File: config.mk
export PLATFORM = sky130hd
export DESIGN_NAME = reciprocal_frequency_meter_unit
export DESIGN_NICKNAME = d
export VERILOG_FILES = /design/src/hdl/rfm_pkg.sv /design/src/hdl/rfm_ctrl.sv /design/src/hdl/rfm_datapath.sv /design/src/hdl/reciprocal_frequency_meter_unit.sv
export SDC_FILE = /design/constraint.sdc
export NUM_CORES = 2
export LEC_CHECK = 0
export ABC_AREA = 1
export BUFFER_PORTS_ARGS = -buffer_cell sky130_fd_sc_hd__clkbuf_2
export CAP_MARGIN = 25
export CORE_MARGIN = 2
export CORE_UTILIZATION = 45
export DETAILED_ROUTE_END_ITERATION = 6
export PLACE_DENSITY_LB_ADDON = 0.3
export SLEW_MARGIN = 20
export SYNTH_ARGS = -nofsm -noshare
export SYNTH_HDL_FRONTEND = slang
export SYNTH_SLANG_ARGS = --single-unit
export TNS_END_PERCENT = 100
File: constraint.sdc
create_clock -name clk -period 7.1 [get_ports clk]
set_clock_uncertainty 0.1 [all_clocks]
set_input_delay 0.71 -clock clk [delete_from_list [all_inputs] [get_ports clk]]
set_output_delay 0.71 -clock clk [all_outputs]
set_load 0.02 [all_outputs]
File: src/hdl/rfm_pkg.sv
// rfm_pkg: shared types and constants for the reciprocal frequency meter
// used by rfm_ctrl, rfm_datapath and reciprocal_frequency_meter_unit
package rfm_pkg;

  localparam int CLK_BITS     = 27;
  localparam int CAP_IN_BITS  = 24;
  localparam int TALLY_BITS   = 32;
  localparam int OUT_SUM_BITS = 32;
  localparam int FREQ_BITS    = 35;
  localparam int PROD_BITS    = CLK_BITS + TALLY_BITS;
  localparam int ITER_BITS    = $clog2(FREQ_BITS);

  localparam logic [CLK_BITS-1:0]  CLOCK_RESET = 27'd120000000;
  localparam logic [ITER_BITS-1:0] ITER_LAST   = ITER_BITS'(FREQ_BITS - 1);

  typedef enum logic [2:0] {
    ST_IDLE,
    ST_MUL,
    ST_CHECK,
    ST_DIV,
    ST_DONE
  } state_t;

  typedef struct packed {
    logic capture;
    logic start;
    logic mul;
    logic check;
    logic step;
    logic load;
  } cmd_t;

  typedef struct packed {
    logic sat;
  } sts_t;

endpackage

File: src/hdl/rfm_ctrl.sv
// rfm_ctrl: sequencer for capture updates, tick division and output handshake
// depends on rfm_pkg
module rfm_ctrl
  import rfm_pkg::*;
(
  input  logic clk,
  input  logic rst_n,
  input  logic in_valid,
  input  logic in_kind,
  output logic in_ready,
  input  logic out_ready,
  output logic out_valid,
  input  sts_t sts,
  output cmd_t cmd
);

  state_t               state_r, state_nxt;
  logic [ITER_BITS-1:0] iter_r, iter_nxt;
  logic                 out_valid_r, out_valid_nxt;
  logic                 out_free;

  assign out_free  = !out_valid_r || out_ready;
  assign in_ready  = (state_r == ST_IDLE);
  assign out_valid = out_valid_r;

  always_ff @(posedge clk) begin
    if (!rst_n) begin
      state_r     <= ST_IDLE;
      iter_r      <= '0;
      out_valid_r <= 1'b0;
    end else begin
      state_r     <= state_nxt;
      iter_r      <= iter_nxt;
      out_valid_r <= out_valid_nxt;
    end
  end

  always_comb begin
    state_nxt     = state_r;
    iter_nxt      = iter_r;
    out_valid_nxt = out_valid_r && !out_ready;
    cmd           = '0;
    case (state_r)
      ST_IDLE: begin
        if (in_valid) begin
          if (in_kind) begin
            cmd.start = 1'b1;
            state_nxt = ST_MUL;
          end else begin
            cmd.capture = 1'b1;
          end
        end
      end
      ST_MUL: begin
        cmd.mul   = 1'b1;
        state_nxt = ST_CHECK;
      end
      ST_CHECK: begin
        cmd.check = 1'b1;
        iter_nxt  = '0;
        state_nxt = sts.sat ? ST_DONE : ST_DIV;
      end
      ST_DIV: begin
        cmd.step = 1'b1;
        iter_nxt = iter_r + 1'b1;
        if (iter_r == ITER_LAST) begin
          state_nxt = ST_DONE;
        end
      end
      ST_DONE: begin
        if (out_free) begin
          cmd.load      = 1'b1;
          out_valid_nxt = 1'b1;
          state_nxt     = ST_IDLE;
        end
      end
      default: begin
        state_nxt = ST_IDLE;
      end
    endcase
  end

endmodule

File: src/hdl/rfm_datapath.sv
// rfm_datapath: period accumulators, clock register, multiplier, restoring
// divider and result registers; depends on rfm_pkg
module rfm_datapath
  import rfm_pkg::*;
#(
  parameter int CAPTURE_BITS = 24,
  parameter int SUM_BITS     = 32,
  parameter int FRAC_BITS    = 8
) (
  input  logic                    clk,
  input  logic                    rst_n,
  input  logic                    cfg_wr_en,
  input  logic [CLK_BITS-1:0]     cfg_wr_data,
  input  logic [CAP_IN_BITS-1:0]  in_capture_count,
  input  cmd_t                    cmd,
  output sts_t                    sts,
  output logic [FREQ_BITS-1:0]    out_frequency_q8,
  output logic [OUT_SUM_BITS-1:0] out_period_total,
  output logic [TALLY_BITS-1:0]   out_period_number,
  output logic                    out_valid_res,
  output logic                    out_overflow
);

  localparam int CW     = (CAPTURE_BITS > CAP_IN_BITS) ? CAPTURE_BITS : CAP_IN_BITS;
  localparam int ACC_W  = ((SUM_BITS > CAPTURE_BITS) ? SUM_BITS : CAPTURE_BITS) + 1;
  localparam int PT_W   = (SUM_BITS > OUT_SUM_BITS) ? SUM_BITS : OUT_SUM_BITS;
  localparam int NB     = PROD_BITS + FRAC_BITS;
  localparam int TOP_W  = NB - FREQ_BITS;
  localparam int CMP_W  = (TOP_W > SUM_BITS) ? TOP_W : SUM_BITS;
  localparam logic [ACC_W-1:0] SUM_MAX = ACC_W'({SUM_BITS{1'b1}});

  // accumulators
  logic [CLK_BITS-1:0]     clock_hz_r;
  logic [CAPTURE_BITS-1:0] prev_r;
  logic [SUM_BITS-1:0]     sum_r;
  logic [TALLY_BITS-1:0]   tally_r;
  logic                    flag_r;

  // tick operands
  logic [SUM_BITS-1:0]     den_r;
  logic [TALLY_BITS-1:0]   tally_snap_r;
  logic                    flag_snap_r;
  logic [PROD_BITS-1:0]    prod_r;
  logic                    sat_r;

  // divider
  logic [SUM_BITS-1:0]     rem_r;
  logic [FREQ_BITS-1:0]    low_r;
  logic [FREQ_BITS-1:0]    quo_r;

  logic [CW-1:0]           cap_wide;
  logic [CAPTURE_BITS-1:0] cap;
  logic [CAPTURE_BITS-1:0] period;
  logic [ACC_W-1:0]        acc;
  logic [NB-1:0]           num;
  logic [CMP_W-1:0]        top_ext;
  logic [CMP_W-1:0]        den_ext;
  logic [SUM_BITS:0]       trial;
  logic                    trial_ge;
  logic [PT_W-1:0]         den_wide;
  logic [FREQ_BITS-1:0]    freq;

  assign cap_wide = CW'(in_capture_count);
  assign cap      = cap_wide[CAPTURE_BITS-1:0];
  assign period   = cap - prev_r;
  assign acc      = ACC_W'(sum_r) + ACC_W'(period);

  assign num      = NB'(prod_r) << FRAC_BITS;
  assign top_ext  = CMP_W'(num[NB-1:FREQ_BITS]);
  assign den_ext  = CMP_W'(den_r);
  assign sts.sat  = (top_ext >= den_ext);

  assign trial    = {rem_r, low_r[FREQ_BITS-1]};
  assign trial_ge = (trial >= {1'b0, den_r});
  assign den_wide = PT_W'(den_r);

  always_comb begin
    if (tally_snap_r == '0) begin
      freq = '0;
    end else if (sat_r) begin
      freq = '1;
    end else begin
      freq = quo_r;
    end
  end

  always_ff @(posedge clk) begin
    if (!rst_n) begin
      clock_hz_r <= CLOCK_RESET;
      prev_r     <= '0;
      sum_r      <= '0;
      tally_r    <= '0;
      flag_r     <= 1'b0;
    end else begin
      if (cfg_wr_en) begin
        clock_hz_r <= cfg_wr_data;
      end
      if (cmd.capture) begin
        prev_r <= cap;
        if (acc > SUM_MAX) begin
          sum_r  <= '1;
          flag_r <= 1'b1;
        end else begin
          sum_r <= acc[SUM_BITS-1:0];
        end
        if (tally_r == '1) begin
          flag_r <= 1'b1;
        end else begin
          tally_r <= tally_r + 1'b1;
        end
      end else if (cmd.start) begin
        sum_r   <= '0;
        tally_r <= '0;
        flag_r  <= 1'b0;
      end
    end
  end

  always_ff @(posedge clk) begin
    if (cmd.start) begin
      den_r        <= sum_r;
      tally_snap_r <= tally_r;
      flag_snap_r  <= flag_r;
    end
    if (cmd.mul) begin
      prod_r <= clock_hz_r * tally_snap_r;
    end
    if (cmd.check) begin
      sat_r <= sts.sat;
      rem_r <= top_ext[SUM_BITS-1:0];
      low_r <= num[FREQ_BITS-1:0];
      quo_r <= '0;
    end
    if (cmd.step) begin
      rem_r <= trial_ge ? trial[SUM_BITS-1:0] - den_r : trial[SUM_BITS-1:0];
      low_r <= low_r << 1;
      quo_r <= {quo_r[FREQ_BITS-2:0], trial_ge};
    end
    if (cmd.load) begin
      out_frequency_q8  <= freq;
      out_period_total  <= den_wide[OUT_SUM_BITS-1:0];
      out_period_number <= tally_snap_r;
      out_valid_res     <= (tally_snap_r != '0);
      out_overflow      <= flag_snap_r;
    end
  end

endmodule

File: src/hdl/reciprocal_frequency_meter_unit.sv
// reciprocal_frequency_meter_unit: top level of the reciprocal frequency meter
// depends on rfm_pkg, rfm_ctrl and rfm_datapath
//
// usage
//   input channel (in_valid/in_ready): in_kind 0 is an edge capture carrying
//   in_capture_count, in_kind 1 is a measurement tick
//   a capture is absorbed and gives no result
//   a tick gives one result on the out_ channel and clears the accumulators
//   a tick passes through one multiply, one range check, one 35-step
//   restoring division at one bit per cycle and the output load; a
//   saturated quotient skips the division
//   throughput: one capture per cycle while no tick is in progress; a tick
//   holds in_ready low until its result is loaded, and the load waits while
//   the output register is still full
//   cfg_wr_en/cfg_wr_data set clock_hz; write only while idle (not enforced)
//   the result waits in an output register; captures keep being taken while
//   the receiver stalls, the next tick finishes and holds until out_ready
//   reset (rst_n low, synchronous) clears the accumulators, the previous
//   capture and the output valid, and sets clock_hz to 120000000
module reciprocal_frequency_meter_unit
  import rfm_pkg::*;
#(
  parameter int CAPTURE_BITS = 24,
  parameter int SUM_BITS     = 32,
  parameter int FRAC_BITS    = 8
) (
  input  logic                    clk,
  input  logic                    rst_n,
  input  logic                    cfg_wr_en,
  input  logic [CLK_BITS-1:0]     cfg_wr_data,
  input  logic                    in_valid,
  output logic                    in_ready,
  input  logic                    in_kind,
  input  logic [CAP_IN_BITS-1:0]  in_capture_count,
  output logic                    out_valid,
  input  logic                    out_ready,
  output logic [FREQ_BITS-1:0]    out_frequency_q8,
  output logic [OUT_SUM_BITS-1:0] out_period_total,
  output logic [TALLY_BITS-1:0]   out_period_number,
  output logic                    out_valid_res,
  output logic                    out_overflow
);

  cmd_t cmd;
  sts_t sts;

  rfm_ctrl u_ctrl (
    .clk       (clk),
    .rst_n     (rst_n),
    .in_valid  (in_valid),
    .in_kind   (in_kind),
    .in_ready  (in_ready),
    .out_ready (out_ready),
    .out_valid (out_valid),
    .sts       (sts),
    .cmd       (cmd)
  );

  rfm_datapath #(
    .CAPTURE_BITS (CAPTURE_BITS),
    .SUM_BITS     (SUM_BITS),
    .FRAC_BITS    (FRAC_BITS)
  ) u_datapath (
    .clk               (clk),
    .rst_n             (rst_n),
    .cfg_wr_en         (cfg_wr_en),
    .cfg_wr_data       (cfg_wr_data),
    .in_capture_count  (in_capture_count),
    .cmd               (cmd),
    .sts               (sts),
    .out_frequency_q8  (out_frequency_q8),
    .out_period_total  (out_period_total),
    .out_period_number (out_period_number),
    .out_valid_res     (out_valid_res),
    .out_overflow      (out_overflow)
  );

endmodule

; ---- Word level (Yosys, flattened, before mapping)
; Index checks and enable logic that the tools add are counted.
[word_totals]
wordCells = 91
output_inout_bits = 103
register_bits = 446
in_bits = 57
[op_classes]
n_eq_ne = 12
add_sub_neg = 5
muxes = 35
magnitude_cmp = 3
n_reduce_logical = 13
n_mul = 1
[ops]
columns = op, count
row1 = 32-bit two-way mux, 8
row2 = 35-bit two-way mux, 5
row3 = 27-bit by 32-bit multiplier with 59-bit output, 1
row4 = 32-bit by 24-bit adder with 33-bit output, 1
row5 = 33-bit by 32-bit >= comparator with 1-bit output, 1
row6 = 33-bit by 32-bit greater-than comparator with 1-bit output (second input constant), 1
row7 = 32-bit by 1-bit adder with 32-bit output (second input constant), 1
row8 = 32-bit equality test (second input constant), 1
row9 = 32-bit >= comparator, 1
row10 = 32-bit zero test, 1
row11 = 32-bit nonzero test, 1
row12 = 32-bit subtractor, 1
row13 = 24-bit subtractor, 1
row14 = 3-bit two-way mux, 5
row15 = 3-bit case mux with 5 select lines, 1
row16 = 1-bit two-way mux, 13
row17 = 6-bit case mux with 2 select lines, 1
row18 = 6-bit by 1-bit adder with 6-bit output (second input constant), 1
row19 = 3-bit by 2-bit equality test with 1-bit output (second input constant), 2
row20 = 6-bit equality test (second input constant), 1
row21 = 2-bit by 1-bit inequality test with 1-bit output (second input constant), 3
row22 = 2-bit nonzero test, 3
row23 = 2-bit two-way mux, 2
row24 = 2-bit inequality test (second input constant), 2
row25 = 9 further kinds, 11

; ---- Depth between registers and ports, before layout
[logic_depth]
ltp_word = 6
depth_mapped = 30

; ---- Cells and area by module
; Synthesis repeated with hierarchy kept, for this count alone.
[unflattened]
cells_unflattened = 6727
area_unflattened_um2 = 52674.3
[by_module_without_submodules]
columns = mod, cells_each, n_inst, area_each_um2
row1 = rfm_datapath, 6644, 1, 52113.7
row2 = rfm_ctrl, 83, 1, 560.5

; ---- Worst setup path after synthesis
; Ideal clock, no wire load.
[synth_timing]
kind = input to register
start = in out_ready
end = reg u_datapath.out_frequency_q8[0], enable pin
path_buffers = 0
cell_stages = 2
required_time_ns = 6.406
arrival_ns = 5.661
setup_slack_ns = 0.745
path_cell_list = inv_1 -> a21oi_1
[synth_lines]
columns = element, line_no
row1 = from (decl), reciprocal_frequency_meter_unit.sv:36  ; input logic out_ready,
row2 = to (signal assigned), rfm_datapath.sv:140  ; out_frequency_q8 <= freq;
row3 = to (decl), rfm_datapath.sv:17  ; output logic [FREQ_BITS-1:0] out_frequency_q8,

; ---- Worst setup path after layout
[layout_timing]
start = reg u_datapath.clock_hz_r[6]
end = reg u_datapath.prod_r[57], data pin
[layout_between]
elab_chain_len = 1
[layout_lines]
columns = element, line_no
row1 = from (decl), rfm_datapath.sv:33  ; logic [CLK_BITS-1:0] clock_hz_r;
row2 = from (signal assigned), rfm_datapath.sv:96  ; clock_hz_r <= cfg_wr_data;
row3 = 27-bit by 32-bit multiplier with 59-bit output, rfm_datapath.sv:126  ; prod_r <= clock_hz_r * tally_snap_r;
row4 = to (signal assigned), rfm_datapath.sv:126
row5 = to (decl), rfm_datapath.sv:43  ; logic [PROD_BITS-1:0] prod_r;
; Every way passes these cells.
; A chain may end at the register's enable or synchronous reset.

==> flow_summary_export.csv <==
group,metric,value,unit
sta,setup_violations,0,
logic_synthesis,ys_warn_count,0,
run_status,status,"finished, final reports clean",
min_path,min_path_type,"in2reg",
sta,drv_slew,0,
floorplanning,core,116000,sq um
global_route,grt_pass1_wl,239000,um
logic_synthesis,synth-seq-area-share,23.2,%
clock_network,clockBufferDepth,3,
logic_synthesis,synth_seq_cells,446,
critical_path,endpoint_kind,"register",
logic_synthesis,synth_edf_count,320,
placement,numPortBuffers,159,
floorplanning,rows,125,
global_route,antenna_found_initial,2,
clock_network,cts_tree,"done",
route,routed_wl,153000,um
sta,fin_crit_sh,95.7,%
floorplanning,io_pins,160,
floorplanning,start_util,45.2,%
route,first_pass_iters,6,
final_layout,final_util,49.8,%
sta,max_freq,147,MHz
critical_path,path_class,"reg2reg",
logic_synthesis,netlist-cell-type-count,50,
final_layout,drive_gt1_share,7.11,%
critical_path,cp.required,7.39,ns
clock_network,postCtsHoldBufs,0,
clock_network,clk_pin_slew_worst_paths,0.06,ns
run,drv_cap,0,
clock_network,ctsRootBufferMaster,"clkbuf_16",
final_layout,syn_to_final_growth,10.2,%
route,drt-initial-drc-count,3352,
floorplanning,chipWidth,345,um
global_route,grt.overflow.total,0,
route,antenna_left,0,
route,drc,0,
route,num_vias,42422,
sta,max_slew_margin,32.8,%
logic_synthesis,syn-num-nets,7754,
sta,min_period,6.79,ns
clock_network,clk_latency,0.66,ns
floorplanning,die_h,345,um
critical_path,cp_data_arrival_time,7.08,ns
logic_synthesis,avgSynthCellArea,7.90,sq um
final_layout,fillers,11213,
critical_path,cp-start-kind,"register",
global_route,grt_start_max_net_pins,98,
logic_synthesis,async_flop_share,0,%
clock_network,htreeDepth,2,
logic_synthesis,syn_inst,6633,
final_layout,num_antenna_cells,0,
sta,hold_viol_final,0,
global_route,grt_usage,25.7,%
sta,hold_slack,0.210,ns
sta,tightest_slew,1.01,ns
placement,gp_congestion,0.959,
final_layout,nNetsFinal,7880,
floorplanning,die-area,119000,sq um
route,wl_per_cell,18.4,um
global_route,grt_pass1_vias,42540,
placement,dpl.hpwl,124000,um
route,viasPerCell,5.09,
critical_path,cp_max_fo,22,
clock_network,cts_buffers,53,
logic_synthesis,syn_area,52400,sq um
logic_synthesis,ys.flop_type,"edfxtp_1",
clock_network,cts.sinks,446,
-- stage by stage --
stage | worst slack (ns) | instance area [sq um] | setup TNS, ns | std cells
after CTS | 0.0131 | 57300 | 0 | 8296
after floorplan | 0.745 | 52400 | 0 | 6633
after global placement | 0.0239 | 55400 | 0 | 8192
final | 0.307 | 57700 | 0 | 8328
after detailed placement | -0.0127 | 55400 | -0.0127 | 8192
after global routing | -0.00701 | 57700 | -0.00701 | 8328
-- per-layer routing --
layer	vias to the layer above	track usage (%)	wire length, um
li1	19939	-	-
met5	-	0	13
met3	245	4.43	11800
met2	1652	40.7	69100
met1	20584	35.4	66300
met4	2	9.31	6000
-- synthesized netlist by cell type, types with 65 or more instances --
cell	number	share of area [%]
nand2_1	1903	14
nor2_1	340	2.4
edfxtp_1	320	18
a21oi_1	290	2.8
xor2_1	65	1.1
ha_1	312	7.5
dfxtp_1	126	4.8
fa_1	752	29
o21ai_0	131	1.3
clkbuf_1	176	1.3
inv_1	1628	12
nand3_1	229	2.2
-- worst max-delay path: stages (launching register included) --
cell and delay [ns]:
dfxtp_1 0.33, buf_4 0.33, nand2_1 0.14, fa_1 0.57, inv_1 0.06, fa_1 0.50
inv_1 0.06, fa_1 0.51, fa_1 0.53, inv_1 0.06, fa_1 0.49, fa_1 0.49
inv_1 0.05, fa_1 0.52, inv_1 0.05, ha_1 0.36, a21oi_1 0.35, o21ai_0 0.19
a21oi_1 0.28, nand2_1 0.21, nand3_1 0.17, nand3_1 0.09, nand2_1 0.06, nand2_1 0.04
-- repair_timing --
action / CTS / global route
setup buffers: 4 / 31
endpoints found under the setup margin: 1 / 24
gates resized for setup: 0 / 9
pin swaps: 0 / 0
-- final cells by class --
| cell class | count | area [sq um] | area share (%) |
|---|---|---|---|
| inverters | 1642 | 6170 | 10.7 |
| clock buffers | 69 | 1430 | 2.47 |
| well taps | 1524 | 1910 | 3.30 |
| multi-input cells | 4271 | 33000 | 57.2 |
| repair buffers | 345 | 2670 | 4.62 |
| clock inverters | 31 | 428 | 0.741 |
| flip-flops and latches | 446 | 12100 | 21.0 |
-- kinds of logic after synthesis --
kind of cell             share of synthesized area (%)
AND/OR/NAND/NOR                                   20.2
buffers and inverters                             14.0
adder cells (fa/ha/maj)                           36.2
AO/OA/AOI/OAI                                     4.84
flip-flops                                        23.2
XOR/XNOR                                          1.69
-- final timing paths --
kind                       startpoint                        endpoint  slack (ns)  depth (start not counted)
max          u_datapath.clock_hz_r[6]           u_datapath.prod_r[57]        0.31                         23
min                   cfg_wr_data[21]       u_datapath.clock_hz_r[21]        0.21                          3
max reg2reg  u_datapath.clock_hz_r[6]           u_datapath.prod_r[57]        0.31                         23
min reg2reg     u_datapath.den_ext[5]  u_datapath.out_period_total[5]        0.33                          0
-- cell usage in the layout (no fill, tap or decap), types with 148 or more instances in the layout --
cell,instances
nand2_1,1903
inv_1,1628
fa_1,752
nor2_1,338
edfxtp_1,320
ha_1,312
a21oi_1,289
nand3_1,229
clkbuf_2,159
buf_4,148
-- state kept, by name, indices dropped and copies added, names as in the netlist, 27 cells and up --
name,flops
u_datapath.rem_r,32
u_datapath.out_frequency_q8,35
u_datapath.tally_snap_r,32
u_datapath.prod_r,59
u_datapath.clock_hz_r,27
u_datapath.out_period_total,32
u_datapath.quo_r,35
u_datapath.tally_r,32
u_datapath.den_ext,32
u_datapath.sum_r,32
u_datapath.low_r,27
u_datapath.out_period_number,32
Power is left out: the tool's default activity adds up to more than one toggle a clock period on the data nets, which glitch-free logic cannot reach.
